File: config.mk
export PLATFORM = sky130hd
export DESIGN_NAME = fan_speed_controller_flat
export DESIGN_NICKNAME = d
export VERILOG_FILES = /design/src/sv/fsc_pkg.sv /design/src/sv/fsc_cmd_if.sv /design/src/sv/fsc_res_if.sv /design/src/sv/fsc_serial_mul.sv /design/src/sv/fan_speed_controller.sv /design/src/flat_wrapper.sv
export VERILOG_INCLUDE_DIRS = /design/src /design/src/sv
export SDC_FILE = /design/constraint.sdc
export NUM_CORES = 1
export LEC_CHECK = 0
export BUFFER_PORTS_ARGS = -buffer_cell sky130_fd_sc_hd__buf_4
export CAP_MARGIN = 20
export CORE_AREA = 2 2 173 175
export DETAILED_ROUTE_END_ITERATION = 8
export DIE_AREA = 0 0 175 177
export HOLD_SLACK_MARGIN = 0.06
export PLACE_DENSITY = 0.86
export SYNTH_ARGS = -nofsm -noshare
export SYNTH_HDL_FRONTEND = slang
export SYNTH_SLANG_ARGS = --single-unit
File: constraint.sdc
create_clock -name clk -period 11.1 [get_ports clk]
set_input_delay 1.665 -clock clk [delete_from_list [all_inputs] [get_ports clk]]
set_output_delay 1.665 -clock clk [all_outputs]
set_load 0.03 [all_outputs]
File: src/sv/assert_macros.svh
// Assertion macros shared by the fan speed controller modules.
`ifndef ASSERT_MACROS_SVH
`define ASSERT_MACROS_SVH

// Same-cycle implication, sampled on clk and disabled during reset.
`define FSC_ASSERT_NOW(name, ante, cons) \
	name: assert property (@(posedge clk) disable iff (!arst_n) (ante) |-> (cons)) \
		else $error("fan controller check failed");

// Next-cycle implication, sampled on clk and disabled during reset.
`define FSC_ASSERT_NEXT(name, ante, cons) \
	name: assert property (@(posedge clk) disable iff (!arst_n) (ante) |=> (cons)) \
		else $error("fan controller check failed");

`endif

File: src/sv/fsc_pkg.sv
// Types, constants and register codes of the fan speed controller.
`timescale 1ns / 1ps

package fsc_pkg;

	// Field widths.
	localparam int TEMP_W   = 12;
	localparam int DRIVE_W  = 10;
	localparam int SMOOTH_W = 18;
	localparam int GAIN_W   = 16;
	localparam int PCT_W    = 7;
	localparam int TACHO_W  = 8;
	localparam int FRAC_W   = 8;

	// Serial multiplier geometry: operand widths and bits retired per cycle.
	localparam int MUL_XW  = 18;
	localparam int MUL_YW  = 16;
	localparam int DIGIT_W = 2;

	// Configuration port.
	localparam int APB_AW = 5;
	localparam int APB_DW = 32;

	// Parameter defaults.
	localparam int TACHO_RELOAD_DEF = 200;
	localparam int SMOOTH_SHIFT_DEF = 5;

	// Register reset values.
	localparam logic signed [TEMP_W-1:0] STOP_TEMP_RST  = 12'sd500;
	localparam logic signed [TEMP_W-1:0] START_TEMP_RST = 12'sd550;
	localparam logic signed [TEMP_W-1:0] FULL_TEMP_RST  = 12'sd750;
	localparam logic [DRIVE_W-1:0]       FULL_DRIVE_RST = 10'd953;
	localparam logic [SMOOTH_W-1:0]      MIN_SPEED_RST  = 18'd73114;
	localparam logic [SMOOTH_W-1:0]      START_SPEED_RST = 18'd121856;
	localparam logic [GAIN_W-1:0]        RAMP_GAIN_RST  = 16'd853;
	localparam logic [GAIN_W-1:0]        PCT_GAIN_RST   = 16'd6884;

	// Saturation limits.
	localparam logic [DRIVE_W-1:0] DRIVE_MAX = 10'd1023;
	localparam logic [PCT_W-1:0]   PCT_MAX   = 7'd100;

	// Register indexes on the configuration port.
	typedef enum logic [2:0] {
		REG_STOP_TEMP,
		REG_START_TEMP,
		REG_FULL_TEMP,
		REG_FULL_DRIVE,
		REG_MIN_SPEED,
		REG_START_SPEED,
		REG_RAMP_GAIN,
		REG_PCT_GAIN
	} fsc_reg_t;

	// Command codes.
	typedef enum logic {
		OP_REGULATE,
		OP_TACHO
	} fsc_op_t;

	// Sequencer states.
	typedef enum logic [3:0] {
		ST_IDLE,
		ST_RAMP_GO,
		ST_RAMP_WAIT,
		ST_TARGET,
		ST_STEP,
		ST_APPLY,
		ST_PCT_GO,
		ST_PCT_WAIT,
		ST_FINISH
	} fsc_state_t;

	// Command word.
	typedef struct packed {
		fsc_op_t                   opcode;
		logic signed [TEMP_W-1:0]  cpu_temp;
		logic signed [TEMP_W-1:0]  ext_temp;
		logic                      rotation_level;
	} fsc_cmd_t;

	// Result word.
	typedef struct packed {
		logic [DRIVE_W-1:0]        pwm_compare;
		logic [PCT_W-1:0]          drive_percent;
		logic signed [TEMP_W-1:0]  shown_temp;
		logic [TACHO_W-1:0]        tacho_count;
	} fsc_res_t;

endpackage

File: src/sv/fsc_cmd_if.sv
// Valid/ready channel that carries command words into the controller.
`timescale 1ns / 1ps

interface fsc_cmd_if;
	logic              valid;
	logic              ready;
	fsc_pkg::fsc_cmd_t payload;

	modport source (output valid, output payload, input ready);
	modport sink (input valid, input payload, output ready);
endinterface

File: src/sv/fsc_res_if.sv
// Valid/ready channel that carries result words out of the controller.
`timescale 1ns / 1ps

interface fsc_res_if;
	logic              valid;
	logic              ready;
	fsc_pkg::fsc_res_t payload;

	modport source (output valid, output payload, input ready);
	modport sink (input valid, input payload, output ready);
endinterface

File: src/sv/fsc_serial_mul.sv
// Digit-serial unsigned shift-and-add multiplier, DW multiplier bits per cycle.
`timescale 1ns / 1ps
`include "assert_macros.svh"

module fsc_serial_mul #(
	parameter int XW = fsc_pkg::MUL_XW,
	parameter int YW = fsc_pkg::MUL_YW,
	parameter int DW = fsc_pkg::DIGIT_W
) (
	input  logic                 clk,
	input  logic                 arst_n,
	input  logic                 start,
	input  logic [XW-1:0]        x,
	input  logic [YW-1:0]        y,
	output logic                 done,
	output logic [XW+DW+YW-1:0]  prod
);

	localparam int NDIG = YW / DW;
	localparam int CW   = (NDIG > 1) ? $clog2(NDIG) : 1;
	localparam int HW   = XW + DW;
	localparam logic [CW-1:0] LAST = CW'(NDIG - 1);

	logic          busy_q;
	logic          done_q;
	logic [CW-1:0] cnt_q;
	logic [XW-1:0] x_q;
	logic [YW-1:0] y_q;
	logic [HW-1:0] h_q;
	logic [YW-1:0] lo_q;
	logic [HW-1:0] pp;
	logic [HW:0]   sum;

	// Partial product of the multiplicand and the lowest multiplier digit.
	always_comb begin
		pp = '0;
		for (int i = 0; i < DW; i++) begin
			if (y_q[i]) begin
				pp = pp + (HW'(x_q) << i);
			end
		end
		sum = {1'b0, h_q} + {1'b0, pp};
	end

	// Sequencing: count digits, flag the cycle after the last one.
	always_ff @(posedge clk or negedge arst_n) begin
		if (!arst_n) begin
			busy_q <= 1'b0;
			done_q <= 1'b0;
			cnt_q  <= '0;
		end else begin
			done_q <= 1'b0;
			if (start) begin
				busy_q <= 1'b1;
				cnt_q  <= '0;
			end else if (busy_q) begin
				cnt_q <= cnt_q + 1'b1;
				if (cnt_q == LAST) begin
					busy_q <= 1'b0;
					done_q <= 1'b1;
				end
			end
		end
	end

	// Accumulator: the upper part adds a digit product, low digits shift out.
	always_ff @(posedge clk) begin
		if (start) begin
			x_q  <= x;
			y_q  <= y;
			h_q  <= '0;
			lo_q <= '0;
		end else if (busy_q) begin
			y_q  <= y_q >> DW;
			h_q  <= HW'(sum >> DW);
			lo_q <= {sum[DW-1:0], lo_q[YW-1:DW]};
		end
	end

	assign done = done_q;
	assign prod = {h_q, lo_q};

	`FSC_ASSERT_NOW(a_start_idle, start, !busy_q)
	`FSC_ASSERT_NEXT(a_done_after_last, busy_q && !start && cnt_q == LAST, done_q && !busy_q)

endmodule

File: src/sv/fan_speed_controller.sv
// Top level of the temperature-driven fan speed controller.
`timescale 1ns / 1ps
`include "assert_macros.svh"

// Usage. Command words enter on cmd; each yields exactly one result word on res.
// A regulation word takes the larger of two temperatures, picks a target drive
// (full, linear ramp, off or hold) and moves the smoothed drive toward it; a
// tacho word samples the rotation pin and updates the stall watchdog. Every
// result reports the PWM compare value, the drive percent, the last temperature
// and the watchdog count. Both multiplies (ramp and percent) run on one shared
// multiplier that retires two multiplier bits per cycle. One word is at work at
// a time; cmd.ready is high only while the sequencer is idle. The result sits in
// an output register, so a new word is accepted while a result waits; if res is
// stalled when the next result is done, the sequencer holds it until the
// register frees. Configuration must be written over the APB port while idle;
// the block does not enforce it. Reset is asynchronous and active low:
// registers return to their defaults and the target and smoothed drive, the
// temperature and the watchdog clear to zero.

module fan_speed_controller #(
	parameter int TACHO_RELOAD = fsc_pkg::TACHO_RELOAD_DEF,
	parameter int SMOOTH_SHIFT = fsc_pkg::SMOOTH_SHIFT_DEF
) (
	input  logic                       clk,
	input  logic                       arst_n,
	fsc_cmd_if.sink                    cmd,
	fsc_res_if.source                  res,
	input  logic                       psel,
	input  logic                       penable,
	input  logic                       pwrite,
	input  logic [fsc_pkg::APB_AW-1:0] paddr,
	input  logic [fsc_pkg::APB_DW-1:0] pwdata,
	output logic [fsc_pkg::APB_DW-1:0] prdata,
	output logic                       pready
);

	localparam int TW = fsc_pkg::TEMP_W;
	localparam int DRW = fsc_pkg::DRIVE_W;
	localparam int SW = fsc_pkg::SMOOTH_W;
	localparam int GW = fsc_pkg::GAIN_W;
	localparam int PW = fsc_pkg::PCT_W;
	localparam int CW = fsc_pkg::TACHO_W;
	localparam int FW = fsc_pkg::FRAC_W;
	localparam int XW = fsc_pkg::MUL_XW;
	localparam int YW = fsc_pkg::MUL_YW;
	localparam int DW = fsc_pkg::DIGIT_W;
	localparam int MW = XW + DW + YW;
	localparam int RAMP_PW = TW + GW + 2;
	localparam int PCT_LSB = 2 * FW + FW;
	localparam logic [CW-1:0] RELOAD_V = CW'(TACHO_RELOAD);

	// Configuration registers.
	logic signed [TW-1:0] stop_temp_q;
	logic signed [TW-1:0] start_temp_q;
	logic signed [TW-1:0] full_temp_q;
	logic [DRW-1:0]       full_drive_q;
	logic [SW-1:0]        min_speed_q;
	logic [SW-1:0]        start_speed_q;
	logic [GW-1:0]        ramp_gain_q;
	logic [GW-1:0]        pct_gain_q;

	// Controller state.
	fsc_pkg::fsc_state_t  state_q;
	fsc_pkg::fsc_state_t  state_d;
	logic [DRW-1:0]       target_q;
	logic [SW-1:0]        smoothed_q;
	logic signed [TW-1:0] last_temp_q;
	logic                 pin_phase_q;
	logic [CW-1:0]        wd_q;
	logic [SW-1:0]        step_q;
	logic                 up_q;
	logic [PW-1:0]        pct_q;
	logic                 res_valid_q;
	fsc_pkg::fsc_res_t    res_q;

	// Multiplier hookup.
	logic                 mul_start;
	logic                 mul_sel_ramp;
	logic [XW-1:0]        mul_x;
	logic [YW-1:0]        mul_y;
	logic                 mul_done;
	logic [MW-1:0]        mul_prod;

	// Datapath helpers.
	logic                 cfg_wr;
	logic                 cmd_take;
	logic                 out_free;
	logic signed [TW-1:0] hot_temp;
	logic [TW:0]          temp_diff;
	logic [RAMP_PW:0]     ramp_sum;
	logic [RAMP_PW-FW:0]  ramp_t;
	logic [DRW-1:0]       ramp_sat;
	logic [SW-1:0]        goal;
	logic                 goal_ge;
	logic [SW-1:0]        gap;
	logic [MW-PCT_LSB-1:0] pct_raw;

	assign pready   = 1'b1;
	assign cfg_wr   = psel && penable && pwrite;
	assign cmd_take = cmd.valid && cmd.ready;
	assign out_free = !res_valid_q || res.ready;

	// Configuration writes.
	always_ff @(posedge clk or negedge arst_n) begin
		if (!arst_n) begin
			stop_temp_q   <= fsc_pkg::STOP_TEMP_RST;
			start_temp_q  <= fsc_pkg::START_TEMP_RST;
			full_temp_q   <= fsc_pkg::FULL_TEMP_RST;
			full_drive_q  <= fsc_pkg::FULL_DRIVE_RST;
			min_speed_q   <= fsc_pkg::MIN_SPEED_RST;
			start_speed_q <= fsc_pkg::START_SPEED_RST;
			ramp_gain_q   <= fsc_pkg::RAMP_GAIN_RST;
			pct_gain_q    <= fsc_pkg::PCT_GAIN_RST;
		end else if (cfg_wr) begin
			unique case (fsc_pkg::fsc_reg_t'(paddr[4:2]))
				fsc_pkg::REG_STOP_TEMP:   stop_temp_q   <= pwdata[TW-1:0];
				fsc_pkg::REG_START_TEMP:  start_temp_q  <= pwdata[TW-1:0];
				fsc_pkg::REG_FULL_TEMP:   full_temp_q   <= pwdata[TW-1:0];
				fsc_pkg::REG_FULL_DRIVE:  full_drive_q  <= pwdata[DRW-1:0];
				fsc_pkg::REG_MIN_SPEED:   min_speed_q   <= pwdata[SW-1:0];
				fsc_pkg::REG_START_SPEED: start_speed_q <= pwdata[SW-1:0];
				fsc_pkg::REG_RAMP_GAIN:   ramp_gain_q   <= pwdata[GW-1:0];
				fsc_pkg::REG_PCT_GAIN:    pct_gain_q    <= pwdata[GW-1:0];
				default: ;
			endcase
		end
	end

	// Register readback.
	always_comb begin
		unique case (fsc_pkg::fsc_reg_t'(paddr[4:2]))
			fsc_pkg::REG_STOP_TEMP:   prdata = 32'($unsigned(stop_temp_q));
			fsc_pkg::REG_START_TEMP:  prdata = 32'($unsigned(start_temp_q));
			fsc_pkg::REG_FULL_TEMP:   prdata = 32'($unsigned(full_temp_q));
			fsc_pkg::REG_FULL_DRIVE:  prdata = 32'(full_drive_q);
			fsc_pkg::REG_MIN_SPEED:   prdata = 32'(min_speed_q);
			fsc_pkg::REG_START_SPEED: prdata = 32'(start_speed_q);
			fsc_pkg::REG_RAMP_GAIN:   prdata = 32'(ramp_gain_q);
			fsc_pkg::REG_PCT_GAIN:    prdata = 32'(pct_gain_q);
			default:                  prdata = '0;
		endcase
	end

	// Next state of the sequencer.
	always_comb begin
		state_d = state_q;
		unique case (state_q)
			fsc_pkg::ST_IDLE: begin
				if (cmd.valid) begin
					state_d = (cmd.payload.opcode == fsc_pkg::OP_REGULATE) ?
						fsc_pkg::ST_RAMP_GO : fsc_pkg::ST_PCT_GO;
				end
			end
			fsc_pkg::ST_RAMP_GO:   state_d = fsc_pkg::ST_RAMP_WAIT;
			fsc_pkg::ST_RAMP_WAIT: if (mul_done) state_d = fsc_pkg::ST_TARGET;
			fsc_pkg::ST_TARGET:    state_d = fsc_pkg::ST_STEP;
			fsc_pkg::ST_STEP: begin
				state_d = (target_q != '0 && smoothed_q != '0) ?
					fsc_pkg::ST_APPLY : fsc_pkg::ST_PCT_GO;
			end
			fsc_pkg::ST_APPLY:     state_d = fsc_pkg::ST_PCT_GO;
			fsc_pkg::ST_PCT_GO:    state_d = fsc_pkg::ST_PCT_WAIT;
			fsc_pkg::ST_PCT_WAIT:  if (mul_done) state_d = fsc_pkg::ST_FINISH;
			fsc_pkg::ST_FINISH:    if (out_free) state_d = fsc_pkg::ST_IDLE;
			default:               state_d = fsc_pkg::ST_IDLE;
		endcase
	end

	// Sequencer outputs.
	always_comb begin
		cmd.ready    = (state_q == fsc_pkg::ST_IDLE);
		mul_start    = (state_q == fsc_pkg::ST_RAMP_GO) || (state_q == fsc_pkg::ST_PCT_GO);
		mul_sel_ramp = (state_q == fsc_pkg::ST_RAMP_GO);
	end

	always_ff @(posedge clk or negedge arst_n) begin
		if (!arst_n) begin
			state_q <= fsc_pkg::ST_IDLE;
		end else begin
			state_q <= state_d;
		end
	end

	// Larger temperature and ramp offset above the start threshold.
	assign hot_temp  = (cmd.payload.cpu_temp > cmd.payload.ext_temp) ?
		cmd.payload.cpu_temp : cmd.payload.ext_temp;
	assign temp_diff = {last_temp_q[TW-1], last_temp_q} - {start_temp_q[TW-1], start_temp_q};

	// Operand select for the shared multiplier.
	assign mul_x = mul_sel_ramp ? XW'(temp_diff[TW-1:0]) : smoothed_q;
	assign mul_y = mul_sel_ramp ? ramp_gain_q : pct_gain_q;

	fsc_serial_mul #(
		.XW (XW),
		.YW (YW),
		.DW (DW)
	) u_mul (
		.clk    (clk),
		.arst_n (arst_n),
		.start  (mul_start),
		.x      (mul_x),
		.y      (mul_y),
		.done   (mul_done),
		.prod   (mul_prod)
	);

	// Ramp target: base plus product, drop the fraction, clamp to the top count.
	assign ramp_sum = (RAMP_PW+1)'(mul_prod[RAMP_PW-1:0]) + (RAMP_PW+1)'(min_speed_q);
	assign ramp_t   = ramp_sum[RAMP_PW:FW];
	assign ramp_sat = (ramp_t > (RAMP_PW-FW+1)'(fsc_pkg::DRIVE_MAX)) ?
		fsc_pkg::DRIVE_MAX : ramp_t[DRW-1:0];

	// Distance from the smoothed drive to the target.
	assign goal    = {target_q, {FW{1'b0}}};
	assign goal_ge = (goal >= smoothed_q);
	assign gap     = goal_ge ? (goal - smoothed_q) : (smoothed_q - goal);

	// Percent of period, saturated.
	assign pct_raw = mul_prod[MW-1:PCT_LSB];

	// Model state updates.
	always_ff @(posedge clk or negedge arst_n) begin
		if (!arst_n) begin
			target_q    <= '0;
			smoothed_q  <= '0;
			last_temp_q <= '0;
			pin_phase_q <= 1'b0;
			wd_q        <= '0;
		end else begin
			if (cmd_take) begin
				if (cmd.payload.opcode == fsc_pkg::OP_REGULATE) begin
					last_temp_q <= hot_temp;
				end else if (cmd.payload.rotation_level == pin_phase_q) begin
					// Expected pin edge: flip phase, rearm the watchdog.
					pin_phase_q <= ~pin_phase_q;
					wd_q        <= RELOAD_V;
				end else if (wd_q != '0) begin
					wd_q <= wd_q - 1'b1;
				end
			end
			if (state_q == fsc_pkg::ST_TARGET) begin
				priority if (last_temp_q > full_temp_q) begin
					target_q <= full_drive_q;
				end else if (last_temp_q > start_temp_q) begin
					target_q <= ramp_sat;
				end else if (last_temp_q < stop_temp_q) begin
					target_q <= '0;
				end else begin
					// Inside the hysteresis band the target holds.
					target_q <= target_q;
				end
			end
			if (state_q == fsc_pkg::ST_STEP) begin
				if (target_q == '0) begin
					smoothed_q <= '0;
				end else if (smoothed_q == '0) begin
					// Soft start from standstill.
					smoothed_q <= start_speed_q;
					wd_q       <= RELOAD_V;
				end
			end
			if (state_q == fsc_pkg::ST_APPLY) begin
				smoothed_q <= up_q ? (smoothed_q + step_q) : (smoothed_q - step_q);
			end
		end
	end

	// Smoothing step and percent hold registers.
	always_ff @(posedge clk) begin
		if (state_q == fsc_pkg::ST_STEP) begin
			step_q <= gap >> SMOOTH_SHIFT;
			up_q   <= goal_ge;
		end
		if (state_q == fsc_pkg::ST_PCT_WAIT && mul_done) begin
			pct_q <= (pct_raw > (MW-PCT_LSB)'(fsc_pkg::PCT_MAX)) ?
				fsc_pkg::PCT_MAX : pct_raw[PW-1:0];
		end
	end

	// Output register.
	always_ff @(posedge clk or negedge arst_n) begin
		if (!arst_n) begin
			res_valid_q <= 1'b0;
		end else if (state_q == fsc_pkg::ST_FINISH && out_free) begin
			res_valid_q <= 1'b1;
		end else if (res.ready) begin
			res_valid_q <= 1'b0;
		end
	end

	always_ff @(posedge clk) begin
		if (state_q == fsc_pkg::ST_FINISH && out_free) begin
			res_q.pwm_compare   <= smoothed_q[SW-1:FW];
			res_q.drive_percent <= pct_q;
			res_q.shown_temp    <= last_temp_q;
			res_q.tacho_count   <= wd_q;
		end
	end

	assign res.valid   = res_valid_q;
	assign res.payload = res_q;

	`FSC_ASSERT_NOW(a_done_when_waiting, mul_done, state_q == fsc_pkg::ST_RAMP_WAIT || state_q == fsc_pkg::ST_PCT_WAIT)
	`FSC_ASSERT_NOW(a_pct_saturated, res_valid_q, res_q.drive_percent <= fsc_pkg::PCT_MAX)
	`FSC_ASSERT_NEXT(a_soft_start, state_q == fsc_pkg::ST_STEP && target_q != '0 && smoothed_q == '0, wd_q == RELOAD_V && smoothed_q == $past(start_speed_q))
	`FSC_ASSERT_NEXT(a_regulate_path, cmd_take && cmd.payload.opcode == fsc_pkg::OP_REGULATE, state_q == fsc_pkg::ST_RAMP_GO)

endmodule
File: src/flat_wrapper.sv
// flat-port wrapper written by rule: the top's interface ports become plain ports
module fan_speed_controller_flat 
#(
	parameter int TACHO_RELOAD = fsc_pkg::TACHO_RELOAD_DEF,
	parameter int SMOOTH_SHIFT = fsc_pkg::SMOOTH_SHIFT_DEF
)
  (clk, arst_n, psel, penable, pwrite, paddr, pwdata, prdata, pready, cmd_valid, cmd_payload, cmd_ready, res_valid, res_payload, res_ready);
  fsc_cmd_if cmd_i ();
  fsc_res_if res_i ();
  input  logic clk;
  input  logic arst_n;
  input  logic psel;
  input  logic penable;
  input  logic pwrite;
  input  logic [fsc_pkg::APB_AW-1:0] paddr;
  input  logic [fsc_pkg::APB_DW-1:0] pwdata;
  output logic [fsc_pkg::APB_DW-1:0] prdata;
  output logic pready;
  input wire logic [$bits(cmd_i.valid)-1:0] cmd_valid;
  input wire logic [$bits(cmd_i.payload)-1:0] cmd_payload;
  output wire logic [$bits(cmd_i.ready)-1:0] cmd_ready;
  output wire logic [$bits(res_i.valid)-1:0] res_valid;
  output wire logic [$bits(res_i.payload)-1:0] res_payload;
  input wire logic [$bits(res_i.ready)-1:0] res_ready;
  assign cmd_i.valid = cmd_valid;
  assign cmd_i.payload = cmd_payload;
  assign cmd_ready = cmd_i.ready;
  assign res_valid = res_i.valid;
  assign res_payload = res_i.payload;
  assign res_i.ready = res_ready;
  fan_speed_controller #(.TACHO_RELOAD(TACHO_RELOAD), .SMOOTH_SHIFT(SMOOTH_SHIFT)) u_core (.clk(clk), .arst_n(arst_n), .cmd(cmd_i), .res(res_i), .psel(psel), .penable(penable), .pwrite(pwrite), .paddr(paddr), .pwdata(pwdata), .prdata(prdata), .pready(pready));
endmodule
==> flow_metrics.tcl <==
set metrics [dict create \
    status "finished clean" \
    dpl_cell_area_mm2 0.0198 \
    hold_start "u_core.pct_q[3]$_SDFFCE_PN0P_" \
    r2r_slack_ns 5.87 \
    yosys.area_share.adder_pct 9.75 \
    drt_wl_total_um 50800 \
    synth_seq_cells 300 \
    synth_xor_area_share_pct 4.07 \
    maxCapViolCount 0 \
    fmax_mhz 179 \
    worst-endpoint-arrival_ns 3.93 \
    power_mw 6.66 \
    crit_path_start_kind "primary input" \
    final_area_mm2 0.0210 \
    dr_total_vias 15500 \
    setup_viol 0 \
    ys_top_cells_by_count "nand2_1 (160), nor2_1 (160), ha_1 (138), dfrtp_1 (121), a21oi_1 (120)" \
    numPortBuffers 110 \
    dr.pass1.iters 9 \
    whs_ns 0.421 \
    syn_inst 1888 \
    root_buffer "clkbuf_16" \
    hp-class "flip-flop to flip-flop" \
    cts_buffer_depth 3 \
    p_leak_nw 9.44 \
    drive_above_1_share_pct 19.3 \
    grt_pass1_wl_um 80000 \
    syn-cell-area_mm2 0.0187 \
    worstMarginPinSlew_ns 1.05 \
    crit_fanout 42 \
    holdPathEnd "u_core.res.payload[23]$_DFFE_PP_" \
    min_path_cells 0 \
    fin_cells 2392 \
    globalplace.congestion 0.988 \
    drtAntennaViolNets 0 \
    globalRouteOverflowTotal 0 \
    clock-sinks 300 \
    tns_ns 0 \
    reg2reg_depth 21 \
    clkLatencyLatePin_ns 0.52 \
    ctsHtreeMaxLevel 2 \
    antenna_found_initial 1 \
    grt_max_degree 109 \
    dp_hpwl_um 36200 \
    power.density_mw_per_mm2 317 \
    post-place-ws_ns 5.68 \
    synth_largest_area_cell "dfrtp_1" \
    syn2layout_area_growth_pct 12.3 \
    clock_skew_ns 0.0187 \
    required_ns 9.44 \
    grt_usage_pct 32.9 \
    synth_compound_area_share_pct 15.9 \
    vias_per_cell 6.46 \
    drt_iter0_drc 1522 \
    drc 0 \
    synth_seq_area_share_pct 42.0 \
    r2r-start "u_core.u_mul.y_q[0]$_DFFE_PP_" \
    hold_violations 0 \
    clkSlewWorstSetupHoldPaths_ns 0.06 \
    synthSimpleGateAreaFrac_pct 13.3 \
    post-route-period-util_pct 50.4 \
    dp_cells 2328 \
    cts_setup_buffers 0 \
    cts_hold_buf 0 \
    grt_pass1_vias 15100 \
    rsz0062_at_grt "false" \
    io_pins 142 \
    rows 63 \
    dieArea_mm2 0.0310 \
    cts_made_buffers 34 \
    avgSynthCellArea_um2 9.92 \
    nFillCells 2003 \
    wl_per_cell_um 21.2 \
    yosysWarnings 0 \
    layout.nets 2189 \
    synthMuxAreaShare_pct 10.7 \
    cp-end-kind "primary output" \
    cts_tree "done" \
    core_mm2 0.0292 \
    relSlewSlack_pct 28.8 \
    die_height_um 177 \
    async_reset_ff_share_pct 57.7 \
    fin_util_pct 71.9 \
    cts_resized 0 \
    slew_viol_final 0 \
    rr_endpoint "u_core.u_mul.h_q[16]$_SDFFE_PN0P_" \
    start_util_pct 64.0 \
    yosysTopAreaCellShare_pct 16.2 \
    synth_top_family_by_area "compound AO/OA/AOI/OAI gates" \
    synth_area_leaders "dfrtp_1 (16%), edfxtp_1 (15%), ha_1 (9.2%), dfstp_2 (7.3%), mux2_2 (6.7%)" \
    setup_ws_ns 5.51 \
    synth_edf_count 92 \
    ir_drop_v 0.000168 \
    criticalPathCategory "primary input to primary output" \
    fin_crit_ns 5.59 \
    ys.flop_type "dfrtp_1" \
    synth_cell_types 88 \
    die_w_um 175 \
]
==> how the worst max path moves through the flow <==
stage | to | cells past startpoint | start | slack [ns]
final | prdata[7] | 7 | paddr[2] | 5.51
after global routing | u_core.u_mul.h_q[18]$_SDFFE_PN0P_ | 21 | u_core.u_mul.y_q[0]$_DFFE_PP_ | 5.50
after CTS | prdata[7] | 7 | paddr[2] | 5.67
after detailed placement | prdata[7] | 7 | paddr[2] | 5.68
after global placement | prdata[7] | 7 | paddr[2] | 5.71
after floorplan | prdata[5] | 6 | paddr[3] | 5.92
==> cell type report <==
| type | instances | area [um2] | share of cell area (%) |
|---|---|---|---|
| inverter | 107 | 402 | 1.91 |
| clock buffer | 49 | 990 | 4.70 |
| antenna | 1 | 2.50 | 0.0119 |
| clock inverter | 12 | 171 | 0.815 |
| tap | 390 | 488 | 2.32 |
| sequential | 300 | 7860 | 37.4 |
| timing repair buffer | 126 | 973 | 4.63 |
| multi-input combinational | 1407 | 10200 | 48.3 |
==> per-layer routing <==
| metal | track usage, % | wire length, um |
|---|---|---|
| met4 | 15.7 | 2630 |
| met5 | 0 | 0 |
| met2 | 53.8 | 23500 |
| met3 | 5.91 | 4630 |
| met1 | 42.6 | 20000 |
==> kinds of logic (layout without fill, tap and decap cells) <==
logic type	count (synthesis)	in the layout
xor+xnor	87	87
buf+inv	194	294
compound gates	460	460
flops	300	300
simple gates	526	526
mux	176	176
fa+ha+maj	143	143
other cells	2	16
==> sequential cells by signal, indices dropped and copies added, names as in the netlist, 13 cells and up <==
register	flops
u_core.res.payload	37
u_core.u_mul.x_q	18
u_core.pct_gain_q	16
u_core.step_q	13
u_core.u_mul.y_q	16
u_core.u_mul.lo_q	16
u_core.smoothed_q	18
u_core.ramp_gain_q	16
u_core.min_speed_q	18
u_core.start_speed_q	18
u_core.u_mul.h_q	19
==> worst max-delay path: stages <==
cell and delay (ns):
buf_4 0.29, inv_1 0.61, nor2_1 0.22, a22o_1 0.28, a221oi_1 0.54, a31oi_1 0.08
buf_4 0.21
==> cells in the final DEF, fill, tap and decap left out, drive strengths merged, types with 8 or more instances in the layout <==
cell type,n
a21o,38
xnor2,47
dfxtp,35
and2,24
or3,9
o21a,16
xor2,40
mux4,8
nand2,160
mux2,111
dfstp,52
nand2b,23
o21ai,109
a21oi,124
nor3,30
edfxtp,92
inv,109
nand4,15
a31oi,30
o31ai,8
buf,126
or2,12
nor2,160
a41oi,14
a211oi,18
nand3,30
ha,138
nor4,14
o22ai,12
a22oi,13
conb,15
mux2i,57
o2bb2ai,11
clkbuf,49
and3,10
dfrtp,121
nor2b,23
==> where the power goes <==
group | total [mW] | internal (mW) | switching (mW)
Clock | 1.17 | 0.716 | 0.456
Combinational | 3.44 | 1.50 | 1.93
Sequential | 2.05 | 1.60 | 0.444
Total | 6.66 | 3.82 | 2.83
(Power assumes the default switching activity.)
